<file path="src/hw/rtl/point_rotate_project_defines.svh">
// ----------------------------------------------------------------------------
// point_rotate_project_defines
// assertion macros shared by the point rotate and project block
// ----------------------------------------------------------------------------
`ifndef POINT_ROTATE_PROJECT_DEFINES_SVH
`define POINT_ROTATE_PROJECT_DEFINES_SVH

`ifndef SYNTHESIS
`define PRP_ASSERT(lbl, prop) \
  lbl: assert property (@(posedge clk_i) disable iff (!rst_ni) (prop)) \
    else $error("point_rotate_project: check failed");
`define PRP_ASSERT_IMP(lbl, ante, cons) \
  lbl: assert property (@(posedge clk_i) disable iff (!rst_ni) (ante) |-> (cons)) \
    else $error("point_rotate_project: check failed");
`else
`define PRP_ASSERT(lbl, prop)
`define PRP_ASSERT_IMP(lbl, ante, cons)
`endif

`endif

</file>
<file path="src/hw/rtl/prp_pkg.sv">
// ----------------------------------------------------------------------------
// prp_pkg
// types and constants of the point rotate and project block
// ----------------------------------------------------------------------------
package prp_pkg;

  localparam int unsigned CoordWidth   = 24;
  localparam int unsigned TrigWidth    = 16;
  localparam int unsigned ScreenWidth  = 13;
  localparam int unsigned OffsetWidth  = 12;
  localparam int unsigned PixWidth     = 16;
  localparam int unsigned QuoWidth     = 16;
  localparam int unsigned CfgIdxWidth  = 3;
  localparam int unsigned CfgDataWidth = 16;

  typedef enum logic [CfgIdxWidth-1:0] {
    CfgCosTheta     = 3'd0,
    CfgSinTheta     = 3'd1,
    CfgCosDelta     = 3'd2,
    CfgSinDelta     = 3'd3,
    CfgScreenWidth  = 3'd4,
    CfgScreenHeight = 3'd5
  } cfg_idx_e;

  localparam logic [3:0] RectEarth  = 4'd2;
  localparam logic [3:0] RectFlight = 4'd10;

  localparam logic signed [PixWidth-1:0] PixMax = 16'sh7fff;
  localparam logic signed [PixWidth-1:0] PixMin = 16'sh8000;

  typedef struct packed {
    logic signed [CoordWidth-1:0] in_x;
    logic signed [CoordWidth-1:0] in_y;
    logic signed [CoordWidth-1:0] in_z;
    logic                         point_kind;
  } req_t;

  typedef struct packed {
    logic signed [PixWidth-1:0] left_px;
    logic signed [PixWidth-1:0] top_px;
    logic [3:0]                 rect_size;
    logic                       is_white;
  } res_t;

  typedef struct packed {
    logic valid;
    logic flight;
  } ctl_t;

  typedef struct packed {
    logic signed [TrigWidth-1:0] cos_theta;
    logic signed [TrigWidth-1:0] sin_theta;
    logic signed [TrigWidth-1:0] cos_delta;
    logic signed [TrigWidth-1:0] sin_delta;
    logic [ScreenWidth-1:0]      scr_width;
    logic [ScreenWidth-1:0]      scr_height;
  } cfg_t;

  localparam cfg_t CfgReset = '{
    cos_theta:  16'sd16384,
    sin_theta:  16'sd0,
    cos_delta:  16'sd16384,
    sin_delta:  16'sd0,
    scr_width:  13'd800,
    scr_height: 13'd600
  };

endpackage

</file>
<file path="src/hw/rtl/prp_cfg_regs.sv">
// ----------------------------------------------------------------------------
// prp_cfg_regs
// view angle and window size registers with their write port
// ----------------------------------------------------------------------------
module prp_cfg_regs
  import prp_pkg::*;
(
  input  logic                    clk_i,
  input  logic                    rst_ni,
  input  logic                    cfg_valid_i,
  output logic                    cfg_ready_o,
  input  logic [CfgIdxWidth-1:0]  cfg_index_i,
  input  logic [CfgDataWidth-1:0] cfg_data_i,
  output cfg_t                    cfg_o
);

  cfg_t cfg_d, cfg_q;

  assign cfg_ready_o = 1'b1;

  always_comb begin
    cfg_d = cfg_q;
    if (cfg_valid_i) begin
      unique case (cfg_idx_e'(cfg_index_i))
        CfgCosTheta:     cfg_d.cos_theta  = cfg_data_i;
        CfgSinTheta:     cfg_d.sin_theta  = cfg_data_i;
        CfgCosDelta:     cfg_d.cos_delta  = cfg_data_i;
        CfgSinDelta:     cfg_d.sin_delta  = cfg_data_i;
        CfgScreenWidth:  cfg_d.scr_width  = cfg_data_i[ScreenWidth-1:0];
        CfgScreenHeight: cfg_d.scr_height = cfg_data_i[ScreenWidth-1:0];
        default: ;
      endcase
    end
  end

  always_ff @(posedge clk_i or negedge rst_ni) begin
    if (!rst_ni) begin
      cfg_q <= CfgReset;
    end else begin
      cfg_q <= cfg_d;
    end
  end

  assign cfg_o = cfg_q;

endmodule

</file>
<file path="config.mk">
export PLATFORM = sky130hd
export DESIGN_NAME = prp_cfg_regs
export DESIGN_NICKNAME = d
export VERILOG_FILES = /design/src/hw/rtl/point_rotate_project_defines.svh /design/src/hw/rtl/prp_pkg.sv /design/src/hw/rtl/prp_cfg_regs.sv
export SDC_FILE = /design/constraint.sdc
export NUM_CORES = 1
export LEC_CHECK = 0
export BUFFER_PORTS_ARGS = -buffer_cell sky130_fd_sc_hd__buf_2
export CORE_MARGIN = 1
export CORE_UTILIZATION = 45
export CTS_CLUSTER_DIAMETER = 80
export DETAILED_ROUTE_END_ITERATION = 8
export PLACE_DENSITY = 0.77
export SYNTH_ARGS = -nofsm -noshare
export SYNTH_HDL_FRONTEND = slang
export SYNTH_SLANG_ARGS = --single-unit
</file>
<file path="constraint.sdc">
create_clock -name clk_i -period 0.8 [get_ports clk_i]
set_input_delay 0.04 -clock clk_i [delete_from_list [all_inputs] [get_ports clk_i]]
set_output_delay 0.04 -clock clk_i [all_outputs]
set_load 0.02 [all_outputs]
</file>
* After elaboration in Yosys (flattened, before gate mapping)
Index checks and enable logic that the tools add are counted.
** Word-level totals
- Flip-flop bits (word level) :: 90
- Logic and storage cells :: 18
- Output and inout bits :: 91
- Input port bits :: 22
** Cells by class
- Reductions and logical operators :: 7
- Equal/unequal tests :: 5
** Operators with widths (number)
- $reduce_and 2->1 :: 6
- $eq 3x2->1 const B :: 2
- $eq 3x3->1 const B :: 2
- $eq 3x1->1 const B :: 1
- $logic_not 3->1 :: 1

* Longest topological paths before layout
- Depth after elaboration :: 2
- Gate-level depth with buffers :: 4
- Mapped depth without buffers :: 2

* Least setup slack after synthesis
No wires, ideal clock.
- Kind :: in2reg
- Start point :: input port cfg_index_i[1]
- End point :: register cfg_q (netlist bit cfg_o[74])
- Library setup time :: 125 ps
- Stages :: 3
- Slack :: -330 ps
- Buffers on the path :: 1
- Arrival :: 1005 ps
- Path through :: nor4b_4 > buf_8 > mux2_4
** Between the ends
- Longest elaborated chain between the ends :: 2
** RTL lines
- start, declared :: RTL line prp_cfg_regs.sv:12 : input logic [CfgIdxWidth-1:0] cfg_index_i,
- $logic_not 3->1 :: RTL line prp_cfg_regs.sv:24 : unique case (cfg_idx_e'(cfg_index_i))
- $reduce_and 2->1 (no source line)
- end signal, assigned :: RTL line prp_cfg_regs.sv:38 : cfg_q <= CfgReset;
- end signal, assigned :: RTL line prp_cfg_regs.sv:40 : cfg_q <= cfg_d;
- end, declared :: RTL line prp_cfg_regs.sv:17 : cfg_t cfg_d, cfg_q;
Every way passes these cells.
A chain may end at the register's enable or synchronous reset.

* Worst setup path in the final report
- Start point :: register cfg_q (netlist bit cfg_o[22])
- End point :: output port cfg_o[22] (netlist name)
** RTL lines
- end, declared :: RTL line prp_cfg_regs.sv:14 : output cfg_t cfg_o
No word-level cell between the ends.

==> results.py <==
metrics = {
    "yosys": {
        "synth_seq_cells": 90,
        "synthDistinctLibCells": 15,
        "syn-num-nets": 218,
        "syn_avg_cell_area_um2": 18.17,
        "synth_top_area_frac": 0.5692,
        "syn_inst": 196,
        "ys_top_cells_by_area": "dfrtp_1 57%, mux2_2 19%, mux2_4 13%",
        "synth_area_leader_cell": "dfrtp_1",
        "synth-seq-area-share": 0.6356,
        "netlist_area_mm2": 0.003561,
        "yosysWarnings": 0,
    },
    "layout": {
        "design_area_mm2": 0.006061,
        "area.growth.synth_to_final_pct": 70.20,
        "diodes": 0,
        "final_net_count": 412,
        "largest_reg_flops": 90,
        "final_cell_mix": "126 x buf_6, 77 x mux2_4, 69 x dfrtp_1",
        "drive_gt1_frac": 0.7797,
        "final_common_cell": "buf_6",
        "instances_no_fill": 497,
    },
    "sta": {
        "finalWorstSetupSlack_ps": -284.4,
        "report.final.slew_viol_count": 0,
        "rsz0062_at_grt": "yes",
        "finalSetupTns_ps": -19590,
        "max_freq_mhz": 922.2,
        "hold_viol": 0,
        "setup_viol": 143,
        "final.setup_skew_ps": 0,
        "fin_crit_ps": 1084,
        "fin_crit_sh": 1.355,
    },
    "placed_design": {
        "gp_congestion": 0.7193,
        "dpl-instance-area_mm2": 0.004584,
        "place_inst": 416,
        "dp_hpwl_mm": 5.539,
        "portBuffers": 111,
    },
    "worst_setup_path": {
        "r2r.worst_path.cells": 2,
        "path_cells": "buf_6",
        "path_depth": 1,
        "rrSetupSlack_ps": -150,
        "r2r-end": "cfg_o[64]",
        "cp-endpoint": "cfg_o[22]",
        "cp-end-kind": "primary output",
        "critPathBufInv": 1,
        "startpoint_type": "flop",
        "path_class": "flop to primary output",
        "slowest_stage": "dfstp_2",
        "cp_data_required_time_ps": 760,
        "critical_path.top_delay_family": "flip-flops",
        "crit_path_max_fanout": 2,
        "cp.arrival_ps": 1040,
        "reg2reg_from": "cfg_o[64]",
        "crit_start": "cfg_o[22]",
        "max_stage_delay_ps": 560,
    },
    "route": {
        "num_vias": 2455,
        "viasPerCell": 4.940,
        "routedWlPerCell_um": 20.90,
        "drc": 0,
        "first_pass_iters": 4,
        "drtAntennaViolNets": 0,
        "wl_mm": 10.39,
        "drtIter0Drc": 54,
    },
    "floorplan": {
        "rows": 32,
        "io_pins": 113,
        "start_util": 0.4632,
        "coreArea_mm2": 0.007687,
        "dieArea_mm2": 0.008273,
        "die_x_um": 90.96,
        "fp.dieH_um": 90.96,
    },
    "clock_tree": {
        "cts_made_buffers": 9,
        "root_buffer": "clkbuf_8",
        "cts-htree-levels": 3,
        "clkLatencyLatePin_ps": 350,
        "cts_tree": "built",
        "cts.clk_slew.worst_paths_ps": 100,
        "clockBufferDepth": 2,
        "clock-sinks": 90,
    },
    "grt": {
        "grtUsageTotal": 0.2461,
        "overflow": 0,
        "grt_pass1_wl_mm": 15.09,
        "antenna_found_initial": 0,
        "grt_pass1_vias": 2755,
        "grt_max_degree": 34,
    },
    "pwr": {
        "total_power_w": 0.01617,
        "power.density_mw_per_mm2": 2668,
        "ir_worst_vdd_mv": 1.602,
        "p_leak_nw": 2.935,
    },
    "min_path": {
        "hold_depth": 2,
        "hp-class": "primary input to flop",
    },
    "status": {
        "outcome": "complete, but fails checks",
        "violations": "negative setup slack",
    },
    "flow_run": {
        "maxCapViolations": 0,
    },
}
## worst min path at each step
stage                       start   endpoint
floorplan                  rst_ni   cfg_o[0]
global placement           rst_ni  cfg_o[72]
detailed placement         rst_ni  cfg_o[72]
CTS                 cfg_data_i[4]  cfg_o[62]
global route        cfg_data_i[1]   cfg_o[1]
finish              cfg_data_i[4]  cfg_o[46]
## layer usage
metal | vias to the layer above | wire, µm | global-route usage
li1 | 1082 | - | -
met1 | 1260 | 3786 | 0.2726
met2 | 84 | 5797 | 0.4438
met3 | 29 | 362 | 0.04858
met4 | 0 | 441 | 0.1323
met5 | - | 0 | 0
## where the power goes
| group | internal (W) | switching [W] | total, W |
|---|---|---|---|
| sequential | 0.00566 | 0.000904 | 0.00656 |
| combinational | 0.00412 | 0.00262 | 0.00673 |
| clock | 0.00117 | 0.00171 | 0.00288 |
| total | 0.0109 | 0.00523 | 0.0162 |
## Yosys cell counts
| cell | count |
|---|---|
| conb_1 | 1 |
| nand4b_2 | 1 |
| buf_8 | 1 |
| and4bb_1 | 1 |
| buf_6 | 3 |
| nand4b_1 | 1 |
| mux2_4 | 30 |
| dfstp_2 | 9 |
| buf_2 | 3 |
| and4bb_2 | 1 |
| and4bb_4 | 1 |
| dfrtp_1 | 81 |
| mux2_2 | 60 |
| buf_4 | 2 |
| nor4b_4 | 1 |
## metrics by stage
| step | util | worst slack, ps | hold slack (ps) |
|---|---|---|---|
| final | 0.7884 | -284.4 | 17.38 |
| after floorplan | - | -330.4 | -255.6 |
| after global placement | 0.5964 | -382.2 | -42.33 |
| after CTS | 0.7562 | -293.1 | 3.622 |
| after global routing | 0.7884 | -328.0 | 11.08 |
| after detailed placement | 0.5964 | -419.7 | -37.89 |
## cells by family (layout without fill, tap and decap cells)
| kind of cell | after synthesis | after routing | synth area share |
|---|---|---|---|
| other | 1 | 1 | 0.001053 |
| AND/OR/NAND/NOR | 6 | 6 | 0.02495 |
| flip-flops | 90 | 90 | 0.6356 |
| buffers and inverters | 9 | 208 | 0.02213 |
| multiplexers | 90 | 90 | 0.3162 |
## repair_timing
item | 4_1_cts | 5_1_grt
endpoints found under the setup margin | 96 | 152
pin swaps | 1 | 1
setup buffers | 36 | 14
hold endpoints to repair | 144 | 0
cloned | 1 | 0
gates resized for setup | 193 | 41
hold buffers | 14 | 0
## layout make-up
class / count / area [µm²]
multi-input combinational: 97 / 1404
tap: 102 / 127.6
clock buffer: 10 / 127.6
sequential: 90 / 2278
clock inverter: 6 / 48.80
fill: 403 / 1627
timing repair buffer: 192 / 2074
Power figures use the tool's default switching activity.
