`config.mk`:
```
export PLATFORM = sky130hd
export DESIGN_NAME = prp_rotate
export DESIGN_NICKNAME = d
export VERILOG_FILES = /design/src/hw/rtl/point_rotate_project_defines.svh /design/src/hw/rtl/prp_pkg.sv /design/src/hw/rtl/prp_rotate.sv
export SDC_FILE = /design/constraint.sdc
export NUM_CORES = 2
export LEC_CHECK = 0
export ABC_CLOCK_PERIOD_IN_PS = 3300
export BUFFER_PORTS_ARGS = -buffer_cell sky130_fd_sc_hd__buf_2
export CAP_MARGIN = 20
export CORE_MARGIN = 8
export CORE_UTILIZATION = 66
export CTS_CLUSTER_DIAMETER = 150
export DETAILED_ROUTE_END_ITERATION = 12
export MAX_ROUTING_LAYER = met4
export PLACE_DENSITY = 0.92
export SLEW_MARGIN = 15
export SYNTH_ARGS = -nofsm -noshare
export SYNTH_HDL_FRONTEND = slang
export SYNTH_SLANG_ARGS = --single-unit
```
`constraint.sdc`:
```
create_clock -name clk_i -period 3.3 [get_ports clk_i]
set_clock_uncertainty 0.05 [all_clocks]
set_input_delay 0 -clock clk_i [delete_from_list [all_inputs] [get_ports clk_i]]
set_output_delay 0 -clock clk_i [all_outputs]
set_load 0.01 [all_outputs]
```
`src/hw/rtl/point_rotate_project_defines.svh`:
```
// ----------------------------------------------------------------------------
// point_rotate_project_defines
// assertion macros shared by the point rotate and project block
// ----------------------------------------------------------------------------
`ifndef POINT_ROTATE_PROJECT_DEFINES_SVH
`define POINT_ROTATE_PROJECT_DEFINES_SVH

`ifndef SYNTHESIS
`define PRP_ASSERT(lbl, prop) \
  lbl: assert property (@(posedge clk_i) disable iff (!rst_ni) (prop)) \
    else $error("point_rotate_project: check failed");
`define PRP_ASSERT_IMP(lbl, ante, cons) \
  lbl: assert property (@(posedge clk_i) disable iff (!rst_ni) (ante) |-> (cons)) \
    else $error("point_rotate_project: check failed");
`else
`define PRP_ASSERT(lbl, prop)
`define PRP_ASSERT_IMP(lbl, ante, cons)
`endif

`endif

```
`src/hw/rtl/prp_pkg.sv`:
```
// ----------------------------------------------------------------------------
// prp_pkg
// types and constants of the point rotate and project block
// ----------------------------------------------------------------------------
package prp_pkg;

  localparam int unsigned CoordWidth   = 24;
  localparam int unsigned TrigWidth    = 16;
  localparam int unsigned ScreenWidth  = 13;
  localparam int unsigned OffsetWidth  = 12;
  localparam int unsigned PixWidth     = 16;
  localparam int unsigned QuoWidth     = 16;
  localparam int unsigned CfgIdxWidth  = 3;
  localparam int unsigned CfgDataWidth = 16;

  typedef enum logic [CfgIdxWidth-1:0] {
    CfgCosTheta     = 3'd0,
    CfgSinTheta     = 3'd1,
    CfgCosDelta     = 3'd2,
    CfgSinDelta     = 3'd3,
    CfgScreenWidth  = 3'd4,
    CfgScreenHeight = 3'd5
  } cfg_idx_e;

  localparam logic [3:0] RectEarth  = 4'd2;
  localparam logic [3:0] RectFlight = 4'd10;

  localparam logic signed [PixWidth-1:0] PixMax = 16'sh7fff;
  localparam logic signed [PixWidth-1:0] PixMin = 16'sh8000;

  typedef struct packed {
    logic signed [CoordWidth-1:0] in_x;
    logic signed [CoordWidth-1:0] in_y;
    logic signed [CoordWidth-1:0] in_z;
    logic                         point_kind;
  } req_t;

  typedef struct packed {
    logic signed [PixWidth-1:0] left_px;
    logic signed [PixWidth-1:0] top_px;
    logic [3:0]                 rect_size;
    logic                       is_white;
  } res_t;

  typedef struct packed {
    logic valid;
    logic flight;
  } ctl_t;

  typedef struct packed {
    logic signed [TrigWidth-1:0] cos_theta;
    logic signed [TrigWidth-1:0] sin_theta;
    logic signed [TrigWidth-1:0] cos_delta;
    logic signed [TrigWidth-1:0] sin_delta;
    logic [ScreenWidth-1:0]      scr_width;
    logic [ScreenWidth-1:0]      scr_height;
  } cfg_t;

  localparam cfg_t CfgReset = '{
    cos_theta:  16'sd16384,
    sin_theta:  16'sd0,
    cos_delta:  16'sd16384,
    sin_delta:  16'sd0,
    scr_width:  13'd800,
    scr_height: 13'd600
  };

endpackage

```
`src/hw/rtl/prp_rotate.sv`:
```
// ----------------------------------------------------------------------------
// prp_rotate
// two-stage plane rotation: products, then sums with a flooring shift
// ----------------------------------------------------------------------------
module prp_rotate
  import prp_pkg::*;
#(
  parameter int unsigned AW      = 25,
  parameter int unsigned BW      = 25,
  parameter int unsigned CARRY_W = 24,
  parameter int unsigned FRAC    = 14,
  parameter int unsigned OW      = ((AW > BW) ? AW : BW) + 17 - FRAC
) (
  input  logic                       clk_i,
  input  logic                       rst_ni,
  input  ctl_t                       ctl_i,
  input  logic signed [AW-1:0]       a_i,
  input  logic signed [BW-1:0]       b_i,
  input  logic signed [TrigWidth-1:0] cos_i,
  input  logic signed [TrigWidth-1:0] sin_i,
  input  logic signed [CARRY_W-1:0]  carry_i,
  output ctl_t                       ctl_o,
  output logic signed [OW-1:0]       p_o,
  output logic signed [OW-1:0]       q_o,
  output logic signed [CARRY_W-1:0]  carry_o
);

  localparam int unsigned IW = (AW > BW) ? AW : BW;
  localparam int unsigned PW = IW + TrigWidth;
  localparam int unsigned SW = PW + 1;

  logic signed [PW-1:0]      ac_d, bs_d, as_d, bc_d;
  logic signed [PW-1:0]      ac_q, bs_q, as_q, bc_q;
  logic signed [SW-1:0]      sp, sq;
  logic signed [OW-1:0]      p_d, q_d, p_q, q_q;
  logic signed [CARRY_W-1:0] carry1_q, carry2_q;
  ctl_t                      ctl1_q, ctl2_q;

  // products
  assign ac_d = PW'(a_i) * PW'(cos_i);
  assign bs_d = PW'(b_i) * PW'(sin_i);
  assign as_d = PW'(a_i) * PW'(sin_i);
  assign bc_d = PW'(b_i) * PW'(cos_i);

  // sums, floor shift back to q.8
  assign sp  = SW'(ac_q) + SW'(bs_q);
  assign sq  = SW'(bc_q) - SW'(as_q);
  assign p_d = OW'(sp >>> FRAC);
  assign q_d = OW'(sq >>> FRAC);

  always_ff @(posedge clk_i or negedge rst_ni) begin
    if (!rst_ni) begin
      ctl1_q <= '0;
      ctl2_q <= '0;
    end else begin
      ctl1_q <= ctl_i;
      ctl2_q <= ctl1_q;
    end
  end

  always_ff @(posedge clk_i) begin
    ac_q     <= ac_d;
    bs_q     <= bs_d;
    as_q     <= as_d;
    bc_q     <= bc_d;
    carry1_q <= carry_i;
    p_q      <= p_d;
    q_q      <= q_d;
    carry2_q <= carry1_q;
  end

  assign ctl_o   = ctl2_q;
  assign p_o     = p_q;
  assign q_o     = q_q;
  assign carry_o = carry2_q;

endmodule

```
==> out/qor.yml, run 1 <==
floorplanning:
  core.rowCount: 115
  io_pins: 192
  die_x_um: 331
  initial_utilization_pct: 66.6
  die_height_um: 331
yosys:
  synth_area_leaders: "fa_1 (47%), inv_1 (11%), ha_1 (9.2%)"
  ys_ff_latch: 272
  synth.avg_cell_area_um2: 9.13
  synth_top_cell_by_area: "fa_1"
  yosysTopAreaCellShare_pct: 47.4
  yosys_warnings: 0
  ys.flop_type: "dfxtp_1"
  async_flop_share_pct: 1.47
  synth_seq_area_share_pct: 8.34
  synth_cells: 7180
  netlist_area_mm2: 0.0656
  syn_nets: 9322
  synth.distinct_cells: 81
  synth_edf_count: 0
run_status:
  firstError: "[ERROR GRT-0116] Global routing finished with congestion. Check the congestion regions in the DRC Viewer."
  failed_stage: "5_1_grt"
  status: "stopped before the end"
clocking:
  h-tree-depth: 2
  clock_path_buffers: 3
  clock-root-buffer: "clkbuf_16"
  cts_made_buffers: 36
  clock_sinks: 272
global_routing:
  grt_usage_pct: 84.3
  grt_pass1_vias: 88300
  overflow: 906
  grt_pass1_wl_um: 649000
  grt_max_degree: 30
place:
  hpwl_um: 181000
  port_buffers: 191
  gp_congestion: 1.04
[layer usage]
metal / GRT overflow / track usage [%]
met1: 110 / 79.6
met2: 384 / 91.7
met3: 139 / 81.3
met4: 273 / 84.4
met5: - / -
[cell families after synthesis]
group,synth area share [%]
buf+inv,12.4
fa+ha+maj,56.6
simple gates,14.4
compound gates,5.41
flops,8.34
xor+xnor,2.86
mux,0.0305
[what timing repair did]
item                                   4_1_cts
setup endpoints to repair                  142
hold buffers                                54
buffers inserted                           178
cloned                                      20
gates resized for setup                    817
pin swaps                                  319
endpoints found under the hold margin       33
[Yosys cell counts (53+ instances only)]
master and instances:
a21oi_1 156, and2_1 644, fa_1 1552, dfxtp_1 268
xor2_1 53, o21ai_0 81, ha_1 480, nand2_1 926
clkbuf_1 326, xnor2_1 161, inv_1 1844, nor2_1 191
a21o_1 87
[stage by stage]
step,setup WS [ns],std cells,instance area (um2)
CTS,-2.26,9517,82500
global placement,-2.88,9213,75700
floorplan,-2.35,7180,68200
detailed placement,-3.27,9213,75700
==> run 2: changes to the inputs <==
Settings changed: CORE_UTILIZATION 66 to 40, CTS_CLUSTER_DIAMETER 150 to default, MAX_ROUTING_LAYER met4 to default, PLACE_DENSITY 0.92 to default, PLACE_DENSITY_LB_ADDON from default to 0.15.
==> run 2 against run 1 <==
The flow now finishes, with violations (negative setup slack). Synthesized area is the same. Synthesized cell count unchanged.
==> out/qor.yml, run 2 <==
run_status:
  status: "finished, violations left"  # was stopped before the end
  violations: "negative setup slack"
yosys:
  yosysTopAreaCellShare_pct: 47.4  # unchanged
  netlist_area_mm2: 0.0656  # unchanged
  synth_seq_area_share_pct: 8.34  # unchanged
  synth.avg_cell_area_um2: 9.13  # unchanged
  synth_area_leaders: "fa_1 (47%), inv_1 (11%), ha_1 (9.2%)"  # unchanged
  synth_cells: 7180  # unchanged
  synth_top_cells_by_count: "inv_1 (1844), fa_1 (1552), nand2_1 (926)"  # unchanged
  ys_ff_latch: 272  # unchanged
  synth_edf_count: 0  # unchanged
  async_flop_share_pct: 1.47  # unchanged
  yosysMostFrequentCell: "inv_1"  # unchanged
  synth_top_cell_by_area: "fa_1"  # unchanged
  ys.flop_type: "dfxtp_1"  # unchanged
  syn_nets: 9322  # unchanged
  yosys_warnings: 0  # unchanged
  synth.distinct_cells: 81  # unchanged
clocking:
  clock_sinks: 272  # unchanged
  h-tree-depth: 2  # unchanged
  cts.reportedPaths.clkPinSlew_ns: 0.05
  clk_latency_ns: 0.63
  clock-root-buffer: "clkbuf_16"  # unchanged
  cts_made_buffers: 41  # was 36
  cts_tree: "built"
  clock_path_buffers: 3  # unchanged
global_routing:
  grt_pass1_vias: 54600
  grt_max_degree: 27
  grt_pass1_wl_um: 300000
  antenna_found_initial: 5
  overflow: 0
  grt_usage_pct: 21.6
floorplanning:
  die_area_mm2: 0.177
  die_x_um: 421  # was 331 um
  core.rowCount: 148  # was 115
  die_height_um: 421  # was 331 um
  initial_utilization_pct: 40.3  # was 66.6%
  io_pins: 192  # unchanged
  core_area_mm2: 0.163
routing:
  wl_per_cell_um: 17.8
  route.detailed.drc: 0
  finalWirelength_um: 187000
  drtIter0Drc: 2560
  ant_nets: 0
  num_vias: 50000
  dr.pass1.iters: 8
  viasPerCell: 4.76
worst_setup_path:
  r2r_slack_ns: 0.17
  cpMaxStageDelayCell: "or4b_4"
  start_kind: "primary input"
  cpPeakStageDelay_ns: 0.61
  r2r_end: "p_o[25]$_DFF_P_"
  crit_top_cell: "fa_1"
  critPathArrivalTime_ns: 5.96
  crit_required_ns: 3.79
  cp_max_fo: 6
  setup.worst_path.end_class: "register"
  path_class: "in -> reg"
  reg2reg_depth: 14
  r2r-start: "bs_q[14]$_DFF_P_"
  cp_cell_sequence: "buf_8 > buf_12 > buf_8 > buf_6 > nand2_4 > fa_1 > fa_1 > fa_2 > fa_1 > inv_2 > fa_1 > fa_1 > ha_4 > nand4_1 > or4b_4 > a211oi_4 > o21ai_2 > nand2b_1 > a21o_1 > a21oi_4 > o31ai_2 > buf_4 > xor2_1"
min_path:
  min_to: "ac_q[1]$_DFF_P_"
  worstHoldPathCells: 5
  min_from: "cos_i[1]"
  hold_path.class: "in -> reg"
place:
  hpwl_um: 153000  # was 181000 um
  place_ws_ns: -3.13  # was -3.27 ns
  gp_congestion: 0.867  # was 1.04
  port_buffers: 191  # unchanged
flow_run:
  cap_violations: 0
timing:
  relSlewSlack_pct: 61.1
  max_freq_mhz: 183
  fin_ws_ns: -2.17
  grt_setup_unrepaired: "true"
  maxSlewViolCount: 0
  setup_viol: 134
  hold_viol: 0
  worstMarginPinSlew_ns: 0.578
  whs_ns: 0.0500
  finalCriticalPeriod_ns: 5.47
  fin_crit_sh_pct: 166
layout:
  mostFrequentLayoutCells: "inv_1 (1729), fa_1 (1473), nand2_1 (865), buf_4 (853), and2_1 (573)"
  final_common_cell: "inv_1"
  fin_nets: 10400
  final.fill_count: 15200
  drive_above_1_share_pct: 25.2
  syn_to_final_growth_pct: 29.7
[run 2: cell counts after synthesis]
Identical to the previous run, type by type.
[run 2: repair_timing]
item / 4_1_cts / 5_1_grt
setup buffers: 124 / 79
pin swaps: 282 / 278
hold buffers: 60 / 0
resized for setup: 609 / 341
gates cloned: 13 / 9
hold endpoints to repair: 36 / 0
endpoints found under the setup margin: 137 / 149
[run 2: final cells by class]
cell class	count	area [um2]	share of cell area, %
Antenna cell	1	2.50	0.00294
Clock buffer	51	1090	1.29
Clock inverter	21	289	0.340
Inverter	1845	6930	8.15
Multi-Input combinational cell	4735	55200	64.9
Sequential cell	272	5470	6.43
Tap cell	2175	2720	3.20
Timing Repair Buffer	1398	13400	15.7
[run 2: worst max-delay path by stage]
stage               slack (ns)      start          endpoint
floorplan                -2.35  cos_i[10]  bc_q[40]$_DFF_P_
detailed placement       -3.13   cos_i[6]  bc_q[40]$_DFF_P_
global placement         -3.06   sin_i[1]  bs_q[40]$_DFF_P_
finish                   -2.17   cos_i[1]  ac_q[36]$_DFF_P_
global route             -2.34   cos_i[2]  bc_q[39]$_DFF_P_
CTS                      -2.22   cos_i[3]  bc_q[40]$_DFF_P_
[run 2: metal layers]
metal	vias to the layer above	part of all wire [%]	wire length, um	GRT usage, %
met5	-	0.0070	13	0
met4	2	4.1	7750	7.09
met3	224	4.4	8300	2.11
met2	1043	48	89500	36.2
met1	25600	44	81400	29.4
li1	23100	-	-	-
[run 2: cell families after synthesis]
group                      synth area share (%)
buffers and inverters                      12.4
adders and majority gates                  56.6
and+or+nand+nor                            14.4
AOI/OAI and AO/OA                          5.41
DFF                                        8.34
xor gates and xnor gates                   2.86
muxes                                    0.0305
[run 2: worst max-delay path, delay by kind of cell]
family | cells | cell delay [ns]
compound gates | 5 | 0.94
simple gates | 4 | 0.99
xor+xnor | 1 | 0.12
fa+ha+maj | 7 | 3.21
buf+inv | 6 | 0.67
[run 2: stage by stage]
step           cells  setup TNS (ns)  instance area (um2)  util [%]
6_report       10500         -200.38                85000      52.2
5_1_grt        10500         -219.82                85000      52.2
4_1_cts        10400         -192.29                83300      51.2
3_5_place_dp   10200         -317.71                77600      47.7
3_3_place_gp   10200         -312.93                77600      47.7
2_1_floorplan   7180         -202.50                68200         -
Power of run 2 is not shown: default switching activity piles up to over one toggle a cycle in this logic, so the estimate is an artifact.
