**config.mk**
```make
export PLATFORM = sky130hd
export DESIGN_NAME = prp_project
export DESIGN_NICKNAME = d
export VERILOG_FILES = /design/src/hw/rtl/point_rotate_project_defines.svh /design/src/hw/rtl/prp_pkg.sv /design/src/hw/rtl/prp_project.sv
export SDC_FILE = /design/constraint.sdc
export NUM_CORES = 2
export LEC_CHECK = 0
export BUFFER_PORTS_ARGS = -buffer_cell sky130_fd_sc_hd__buf_2
export CELL_PAD_IN_SITES_DETAIL_PLACEMENT = 0
export CELL_PAD_IN_SITES_GLOBAL_PLACEMENT = 2
export CORE_MARGIN = 2
export CORE_UTILIZATION = 37
export DETAILED_ROUTE_END_ITERATION = 8
export GPL_ROUTABILITY_DRIVEN = 0
export MAX_ROUTING_LAYER = met4
export PLACE_DENSITY_LB_ADDON = 0.1
export SYNTH_ARGS = -nofsm -noshare
export SYNTH_HDL_FRONTEND = slang
export SYNTH_SLANG_ARGS = --single-unit
export TNS_END_PERCENT = 30
```
**constraint.sdc**
```tcl
create_clock -name clk_i -period 5.9 [get_ports clk_i]
set_input_delay 0.295 -clock clk_i [delete_from_list [all_inputs] [get_ports clk_i]]
set_output_delay 0.295 -clock clk_i [all_outputs]
set_load 0.005 [all_outputs]
```
**src/hw/rtl/point_rotate_project_defines.svh**
```systemverilog
// ----------------------------------------------------------------------------
// point_rotate_project_defines
// assertion macros shared by the point rotate and project block
// ----------------------------------------------------------------------------
`ifndef POINT_ROTATE_PROJECT_DEFINES_SVH
`define POINT_ROTATE_PROJECT_DEFINES_SVH

`ifndef SYNTHESIS
`define PRP_ASSERT(lbl, prop) \
  lbl: assert property (@(posedge clk_i) disable iff (!rst_ni) (prop)) \
    else $error("point_rotate_project: check failed");
`define PRP_ASSERT_IMP(lbl, ante, cons) \
  lbl: assert property (@(posedge clk_i) disable iff (!rst_ni) (ante) |-> (cons)) \
    else $error("point_rotate_project: check failed");
`else
`define PRP_ASSERT(lbl, prop)
`define PRP_ASSERT_IMP(lbl, ante, cons)
`endif

`endif

```
**src/hw/rtl/prp_pkg.sv**
```systemverilog
// ----------------------------------------------------------------------------
// prp_pkg
// types and constants of the point rotate and project block
// ----------------------------------------------------------------------------
package prp_pkg;

  localparam int unsigned CoordWidth   = 24;
  localparam int unsigned TrigWidth    = 16;
  localparam int unsigned ScreenWidth  = 13;
  localparam int unsigned OffsetWidth  = 12;
  localparam int unsigned PixWidth     = 16;
  localparam int unsigned QuoWidth     = 16;
  localparam int unsigned CfgIdxWidth  = 3;
  localparam int unsigned CfgDataWidth = 16;

  typedef enum logic [CfgIdxWidth-1:0] {
    CfgCosTheta     = 3'd0,
    CfgSinTheta     = 3'd1,
    CfgCosDelta     = 3'd2,
    CfgSinDelta     = 3'd3,
    CfgScreenWidth  = 3'd4,
    CfgScreenHeight = 3'd5
  } cfg_idx_e;

  localparam logic [3:0] RectEarth  = 4'd2;
  localparam logic [3:0] RectFlight = 4'd10;

  localparam logic signed [PixWidth-1:0] PixMax = 16'sh7fff;
  localparam logic signed [PixWidth-1:0] PixMin = 16'sh8000;

  typedef struct packed {
    logic signed [CoordWidth-1:0] in_x;
    logic signed [CoordWidth-1:0] in_y;
    logic signed [CoordWidth-1:0] in_z;
    logic                         point_kind;
  } req_t;

  typedef struct packed {
    logic signed [PixWidth-1:0] left_px;
    logic signed [PixWidth-1:0] top_px;
    logic [3:0]                 rect_size;
    logic                       is_white;
  } res_t;

  typedef struct packed {
    logic valid;
    logic flight;
  } ctl_t;

  typedef struct packed {
    logic signed [TrigWidth-1:0] cos_theta;
    logic signed [TrigWidth-1:0] sin_theta;
    logic signed [TrigWidth-1:0] cos_delta;
    logic signed [TrigWidth-1:0] sin_delta;
    logic [ScreenWidth-1:0]      scr_width;
    logic [ScreenWidth-1:0]      scr_height;
  } cfg_t;

  localparam cfg_t CfgReset = '{
    cos_theta:  16'sd16384,
    sin_theta:  16'sd0,
    cos_delta:  16'sd16384,
    sin_delta:  16'sd0,
    scr_width:  13'd800,
    scr_height: 13'd600
  };

endpackage

```
**src/hw/rtl/prp_project.sv**
```systemverilog
// ----------------------------------------------------------------------------
// prp_project
// perspective denominator with clamp, numerators and their magnitudes
// ----------------------------------------------------------------------------
module prp_project
  import prp_pkg::*;
#(
  parameter int unsigned XW   = 28,
  parameter int unsigned YW   = 31,
  parameter int          DIST = 300
) (
  input  logic                        clk_i,
  input  logic                        rst_ni,
  input  ctl_t                        ctl_i,
  input  logic signed [XW-1:0]        xr_i,
  input  logic signed [YW-1:0]        yr_i,
  input  logic signed [YW-1:0]        zr_i,
  input  logic [ScreenWidth-1:0]      scr_width_i,
  input  logic [ScreenWidth-1:0]      scr_height_i,
  output ctl_t                        ctl_o,
  output logic [YW-1:0]               n_o,
  output logic [1:0][YW+12:0]         mag_o,
  output logic [1:0]                  neg_o
);

  localparam int          DistQ8  = DIST * 256;
  localparam int          NminRaw = DistQ8 / 10;
  localparam int          Nmin    = (NminRaw < 1) ? 1 : NminRaw;
  localparam int unsigned NSW     = YW + 1;
  localparam int unsigned AW      = YW + 14;
  localparam int unsigned MW      = AW - 1;
  localparam int unsigned OPW     = YW + OffsetWidth;

  localparam logic signed [13:0]    DistS = 14'(DIST);
  localparam logic signed [NSW-1:0] NminS = NSW'(Nmin);
  localparam logic signed [NSW-1:0] TwoDq = NSW'(2 * DistQ8);

  logic signed [NSW-1:0] nsum;
  logic [YW-1:0]         n_d, n_a_q, n_b_q, n_c_q, n_o_q;
  logic signed [XW-1:0]  xr_a_q;
  logic signed [YW-1:0]  yr_a_q;
  logic signed [AW-1:0]  px_d, py_d, px_b_q, py_b_q;
  logic [OPW-1:0]        ox_d, oy_d, ox_b_q, oy_b_q;
  logic signed [AW-1:0]  ax_d, ay_d, ax_c_q, ay_c_q;
  logic [1:0][MW-1:0]    mag_d, mag_q;
  logic [1:0]            neg_d, neg_q;
  ctl_t                  ctl_a_q, ctl_b_q, ctl_c_q, ctl_o_q;

  // denominator, clamped from below
  assign nsum = NSW'(zr_i) + TwoDq;
  assign n_d  = (nsum <= NminS) ? YW'(NminS) : YW'(nsum);

  // scaled coordinates and half-window times denominator
  assign px_d = AW'(xr_a_q) * AW'(DistS);
  assign py_d = AW'(yr_a_q) * AW'(DistS);
  assign ox_d = OPW'(n_a_q) * OPW'(scr_width_i[ScreenWidth-1:1]);
  assign oy_d = OPW'(n_a_q) * OPW'(scr_height_i[ScreenWidth-1:1]);

  // numerators, y flipped
  assign ax_d = $signed(AW'(ox_b_q)) + px_b_q;
  assign ay_d = $signed(AW'(oy_b_q)) - py_b_q;

  // sign and magnitude
  assign neg_d[0] = ax_c_q[AW-1];
  assign neg_d[1] = ay_c_q[AW-1];
  assign mag_d[0] = MW'(ax_c_q[AW-1] ? -ax_c_q : ax_c_q);
  assign mag_d[1] = MW'(ay_c_q[AW-1] ? -ay_c_q : ay_c_q);

  always_ff @(posedge clk_i or negedge rst_ni) begin
    if (!rst_ni) begin
      ctl_a_q <= '0;
      ctl_b_q <= '0;
      ctl_c_q <= '0;
      ctl_o_q <= '0;
    end else begin
      ctl_a_q <= ctl_i;
      ctl_b_q <= ctl_a_q;
      ctl_c_q <= ctl_b_q;
      ctl_o_q <= ctl_c_q;
    end
  end

  always_ff @(posedge clk_i) begin
    n_a_q  <= n_d;
    xr_a_q <= xr_i;
    yr_a_q <= yr_i;
    n_b_q  <= n_a_q;
    px_b_q <= px_d;
    py_b_q <= py_d;
    ox_b_q <= ox_d;
    oy_b_q <= oy_d;
    n_c_q  <= n_b_q;
    ax_c_q <= ax_d;
    ay_c_q <= ay_d;
    n_o_q  <= n_c_q;
    mag_q  <= mag_d;
    neg_q  <= neg_d;
  end

  assign ctl_o = ctl_o_q;
  assign n_o   = n_o_q;
  assign mag_o = mag_q;
  assign neg_o = neg_q;

endmodule

```
## Word-level counts from Yosys, hierarchy flattened

Cells that the tools add are included.
W data, S select, Z words.

| operators by class | value |
|---|---|
| add/sub/neg operators | 5 |
| multiply operators | 4 |
| div/mod/pow operators | 0 |
| order comparisons | 1 |
| equal/unequal tests | 0 |
| shift operators | 0 |
| mux-type cells | 2 |
| bitwise logic cells | 0 |
| reduce and logical (&&, ||, !) cells | 0 |

Operator list:

| cell | count |
|---|---|
| $mux W44 | 2 |
| $neg A44 Y44 | 2 |
| $mul A31 B12 Y43 | 2 |
| $add A44 B45 Y45 | 1 |
| $sub A44 B45 Y45 | 1 |
| $mul A31 B8 Y39 const B | 1 |
| $mul A28 B8 Y36 const B | 1 |
| $add A31 B19 Y32 const B | 1 |
| $le A32 B14 Y1 const B | 1 |

| storage, ports and cells | value |
|---|---|
| flip-flop bits (word level) | 543 |
| latch bits | 0 |
| memory bits (writable) | 0 |
| bits in read-only memories | 0 |
| input bits | 120 |
| output and inout port bits | 123 |
| word-level logic and storage cells | 35 |
| memories kept | 0 |

## Logic depth before layout (Yosys ltp)

| logic depth | value |
|---|---|
| depth after elaboration | 2 |
| mapped depth | 23 |
| mapped depth without buffers | 22 |

## Worst setup path after synthesis

No wires, ideal clock.

| path | value |
|---|---|
| path kind | register to register |
| start | reg n_a_q[8] |
| end | reg oy_b_q[37] |
| setup time | 0.072 ns |
| data arrival time | 5.895 ns |
| required time | 5.828 ns |
| setup slack | -0.067 ns |
| cell stages (with the launch flop) | 22 |
| buffers on the path | 1 |
| clock period less this slack | 5.967 ns |
| path through | dfxtp_1 -> clkbuf_1 -> nand2_1 -> fa_1 -> fa_1 -> inv_1 -> fa_1 -> fa_1 -> inv_1 -> fa_1 -> inv_1 -> ha_1 -> a21o_1 -> a21oi_1 -> nor3b_1 -> a2111oi_0 -> a21oi_1 -> a41oi_1 -> o31ai_1 -> a221o_1 -> a21oi_1 -> xnor2_1 |

| on the way | value |
|---|---|
| longest elaborated chain between the ends | 1 |

Ends and longest elaborated chain:

| item | line | RTL |
|---|---|---|
| start, declared | prp_project.sv:39 | `logic [YW-1:0] n_d, n_a_q, n_b_q, n_c_q, n_o_q;` |
| start signal, assigned | prp_project.sv:84 | `n_a_q <= n_d;` |
| $mul A31 B12 Y43 | prp_project.sv:57 | `assign oy_d = OPW'(n_a_q) * OPW'(scr_height_i[ScreenWidth-1:1]);` |
| named net oy_d[37] | prp_project.sv:43 | `logic [OPW-1:0] ox_d, oy_d, ox_b_q, oy_b_q;` |
| end signal, assigned | prp_project.sv:91 | `oy_b_q <= oy_d;` |
| end, declared | prp_project.sv:43 |  |

The timed path passes the listed nets, and every way through them passes these cells.
A chain may end at the register's enable or synchronous reset.

## Worst setup path in the final report

| path | value |
|---|---|
| start | reg n_a_q[11] |
| end | reg ox_b_q[39] |

| on the way | value |
|---|---|
| longest elaborated chain between the ends | 1 |

Ends and longest elaborated chain:

| item | line | RTL |
|---|---|---|
| $mul A31 B12 Y43 | prp_project.sv:56 | `assign ox_d = OPW'(n_a_q) * OPW'(scr_width_i[ScreenWidth-1:1]);` |
| named net ox_d[39] | prp_project.sv:43 |  |
| end signal, assigned | prp_project.sv:90 | `ox_b_q <= ox_d;` |
| end, declared | prp_project.sv:43 |  |

The timed path passes the listed nets, and every way through them passes these cells.

==> results.tsv <==
metric	value	unit
swShare	0.4373	
use_met3	0.02406	
drt-initial-drc-count	1170	
antenna_found_initial	1	
first_global_vias	37750	
skew	37.12	ps
drc	0	
period_share	0.9875	
busiest_layer	met2	
final.setup.worst_slack	73.67	ps
p_sw	13.68	mW
ios	243	
die_h	364.4	um
min_period	5826	ps
layout-drive-gt1-share	0.1400	
rows	132	
gr-usage-met2	0.3706	
whs	47.35	ps
placed_area	0.05381	mm2
synth-seq-area-share	0.2224	
worstPathArrival	6360	ps
synth.area.top_cells	fa_1 (29%), dfxtp_1 (22%), ha_1 (12%)	
numCtsBuffers	68	
synth_xor_area_frac	0.05394	
grt_usage	0.2014	
p_int	17.59	mW
regToRegEndpoint	ox_b_q[39]	
fin_setup_tns	0	ps
yosysWarnings	0	
syn-cell-area	0.04806	mm2
wire_per_inst	16.97	um
drv_cap	0	
antenna_left	0	
hold_viol_final	0	
critical_path_class	flop to flop	
ys.flop_type	dfxtp_1	
vdd_drop_max	0.4171	mV
synth_fa_ha_area_frac	0.4057	
fmax	171.6	MHz
h-tree-depth	3	
combinationalPowerShare	0.675	
area_growth	19.99	%
clkSlewWorstSetupHoldPaths	60	ps
first_pass_iters	5	
cts_tree	yes	
status	finished clean	
setup_viol	0	
worstPathRequired	6430	ps
crit_fanout	4	
dpl.hpwl	105.9	mm
synth.net_count	6422	
synth_edf_count	0	
whs_path_depth	3	
synthMostInstantiatedCell	inv_1	
rsz0062_at_grt	true	
total_power	31.27	mW
synth_commonest_cells	inv_1 (989), fa_1 (694), nand2_1 (651)	
power.share.clock	0.138	
ys_types	74	
vias_per_cell	4.715	
die_w	364.4	um
pwr-share-seq	0.187	
synthMuxAreaShare	0.0006509	
dieArea	0.1328	mm2
synth_top_family_by_area	adder cells	
whs_endpoint	n_a_q[19]	
rr_worst_depth	21	
io_buffers	240	
cts_root_buf	clkbuf_16	
nets	6998	
grt_use_met1	0.2319	
p_leak	28.36	nW
grt_max_degree	46	
tightest_slew	1141	ps
grt_overflow	0	
ys_async_sr_fraction	0.01504	
fin_cells	7534	
num_vias	35520	
r2r_slack	70	ps
avgSynthCellArea	9.314	um2
finish.utilization	0.4465	
hold_start	zr_i[19]	
synth_compound_area_frac	0.09938	
yosysTopAreaCell	fa_1	
synth.top_cell.area_share	0.2891	
p_per_area	542.3	mW/mm2
dp_cells	7308	
pre_cts_ws	-304.6	ps
drt-total-wl	127.9	mm
hp-class	primary input to flop	
finalMaxSlewViolations	0	
initial_utilization	0.3721	
start_kind	flop	
ys_ff_latch	532	
grt_pass1_wl	202.8	mm
synth_cells	5160	
synthSimpleGateAreaFrac	0.1271	
r2r-start	n_a_q[11]	
finalInstanceArea	0.05767	mm2
slew_headroom	0.2194	
clk_path_buf_depth	3	
endpoint_kind	flop	
core	0.1292	mm2
clock_sinks	532	
clock_latency	670	ps
-- timing repair --
action	in CTS	in global routing
endpoints found under the setup margin	14	22
cloned	0	2
setup buffers	1	6
hold endpoints to repair	96	0
gates resized for setup	29	82
hold buffers	92	0
pin swaps	6	36
-- routing by layer --
| layer | share of wire | vias to the layer above |
|---|---|---|
| met4 | 0.021 | 0 |
| met5 | 0 | - |
| met2 | 0.54 | 393 |
| li1 | - | 17350 |
| met3 | 0.026 | 144 |
| met1 | 0.41 | 17630 |
-- placed cells by master, fill, tap and decap left out, types with 99 or more instances in the layout --
cell type,netlist,layout
o21ai_0,121,115
nand2_1,651,651
xnor2_1,238,238
buf_2,0,240
buf_4,0,297
a21oi_1,206,195
fa_1,694,687
ha_1,448,437
a21o_1,99,99
inv_1,989,986
dfxtp_1,524,507
nor2_1,148,145
and2_1,247,244
-- sequential cells by signal, indices dropped and copies added (netlist names) --
name / count
px_b_q: 36
ay_c_q: 45
n_c_q: 31
ax_c_q: 45
n_o: 31
n_a_q: 31
ctl_c_q: 2
ctl_o: 2
n_b_q: 31
ctl_a_q: 2
ox_b_q: 43
ctl_b_q: 2
mag_o: 88
oy_b_q: 43
yr_a_q: 31
py_b_q: 39
neg_o: 2
xr_a_q: 28
-- logic make-up (layout without fill, tap and decap cells) --
group / after synthesis / after routing
compound gates: 727 / 727
fa+ha+maj: 1142 / 1142
buf+inv: 1160 / 1791
mux: 3 / 3
flops: 532 / 532
simple gates: 1300 / 1300
xor+xnor: 296 / 296
other cells: 0 / 1
-- area by class of cell --
class,instances,area [um2]
Tap cell,1742,2180
Antenna cell,1,2.502
Timing Repair Buffer,677,5265
Fill cell,13020,71490
Clock buffer,89,1912
Clock inverter,36,459.2
Sequential cell,532,10720
Inverter,989,3712
Multi-Input combinational cell,3468,33410
-- power by group through the flow --
stage               Clock, mW  Combinational, mW  Sequential (mW)
floorplan                   0               13.1             5.65
global placement            0               20.6             5.95
detailed placement          0               20.6             5.96
CTS                      4.50               20.9             5.90
global route             4.66               23.8             5.98
finish                   4.33               21.1             5.85
-- critical path, stage by stage (launching register included) --
cell       delay, ps
dfxtp_4          350
buf_12           130
buf_6            110
and2_4           130
fa_1             500
fa_1             520
fa_1             520
fa_1             530
inv_2             40
fa_2             580
inv_2             60
ha_4             240
a21o_1           150
a221o_1          330
a21oi_2          120
buf_4            140
a2111oi_4         70
o41a_1           450
o31a_1           340
a21o_1           180
a21oi_2          120
xnor2_1           80
-- worst max path at each step --
| stage | start | end | cells past startpoint |
|---|---|---|---|
| 3_3_place_gp | n_a_q[16] | ox_b_q[39] | 21 |
| 4_1_cts | n_a_q[5] | oy_b_q[41] | 25 |
| 6_report | n_a_q[11] | ox_b_q[39] | 21 |
| 3_5_place_dp | n_a_q[16] | ox_b_q[39] | 21 |
| 2_1_floorplan | n_a_q[5] | ox_b_q[40] | 21 |
| 5_1_grt | n_a_q[11] | ox_b_q[39] | 21 |
Note: power is estimated with default switching activity, not from simulation.
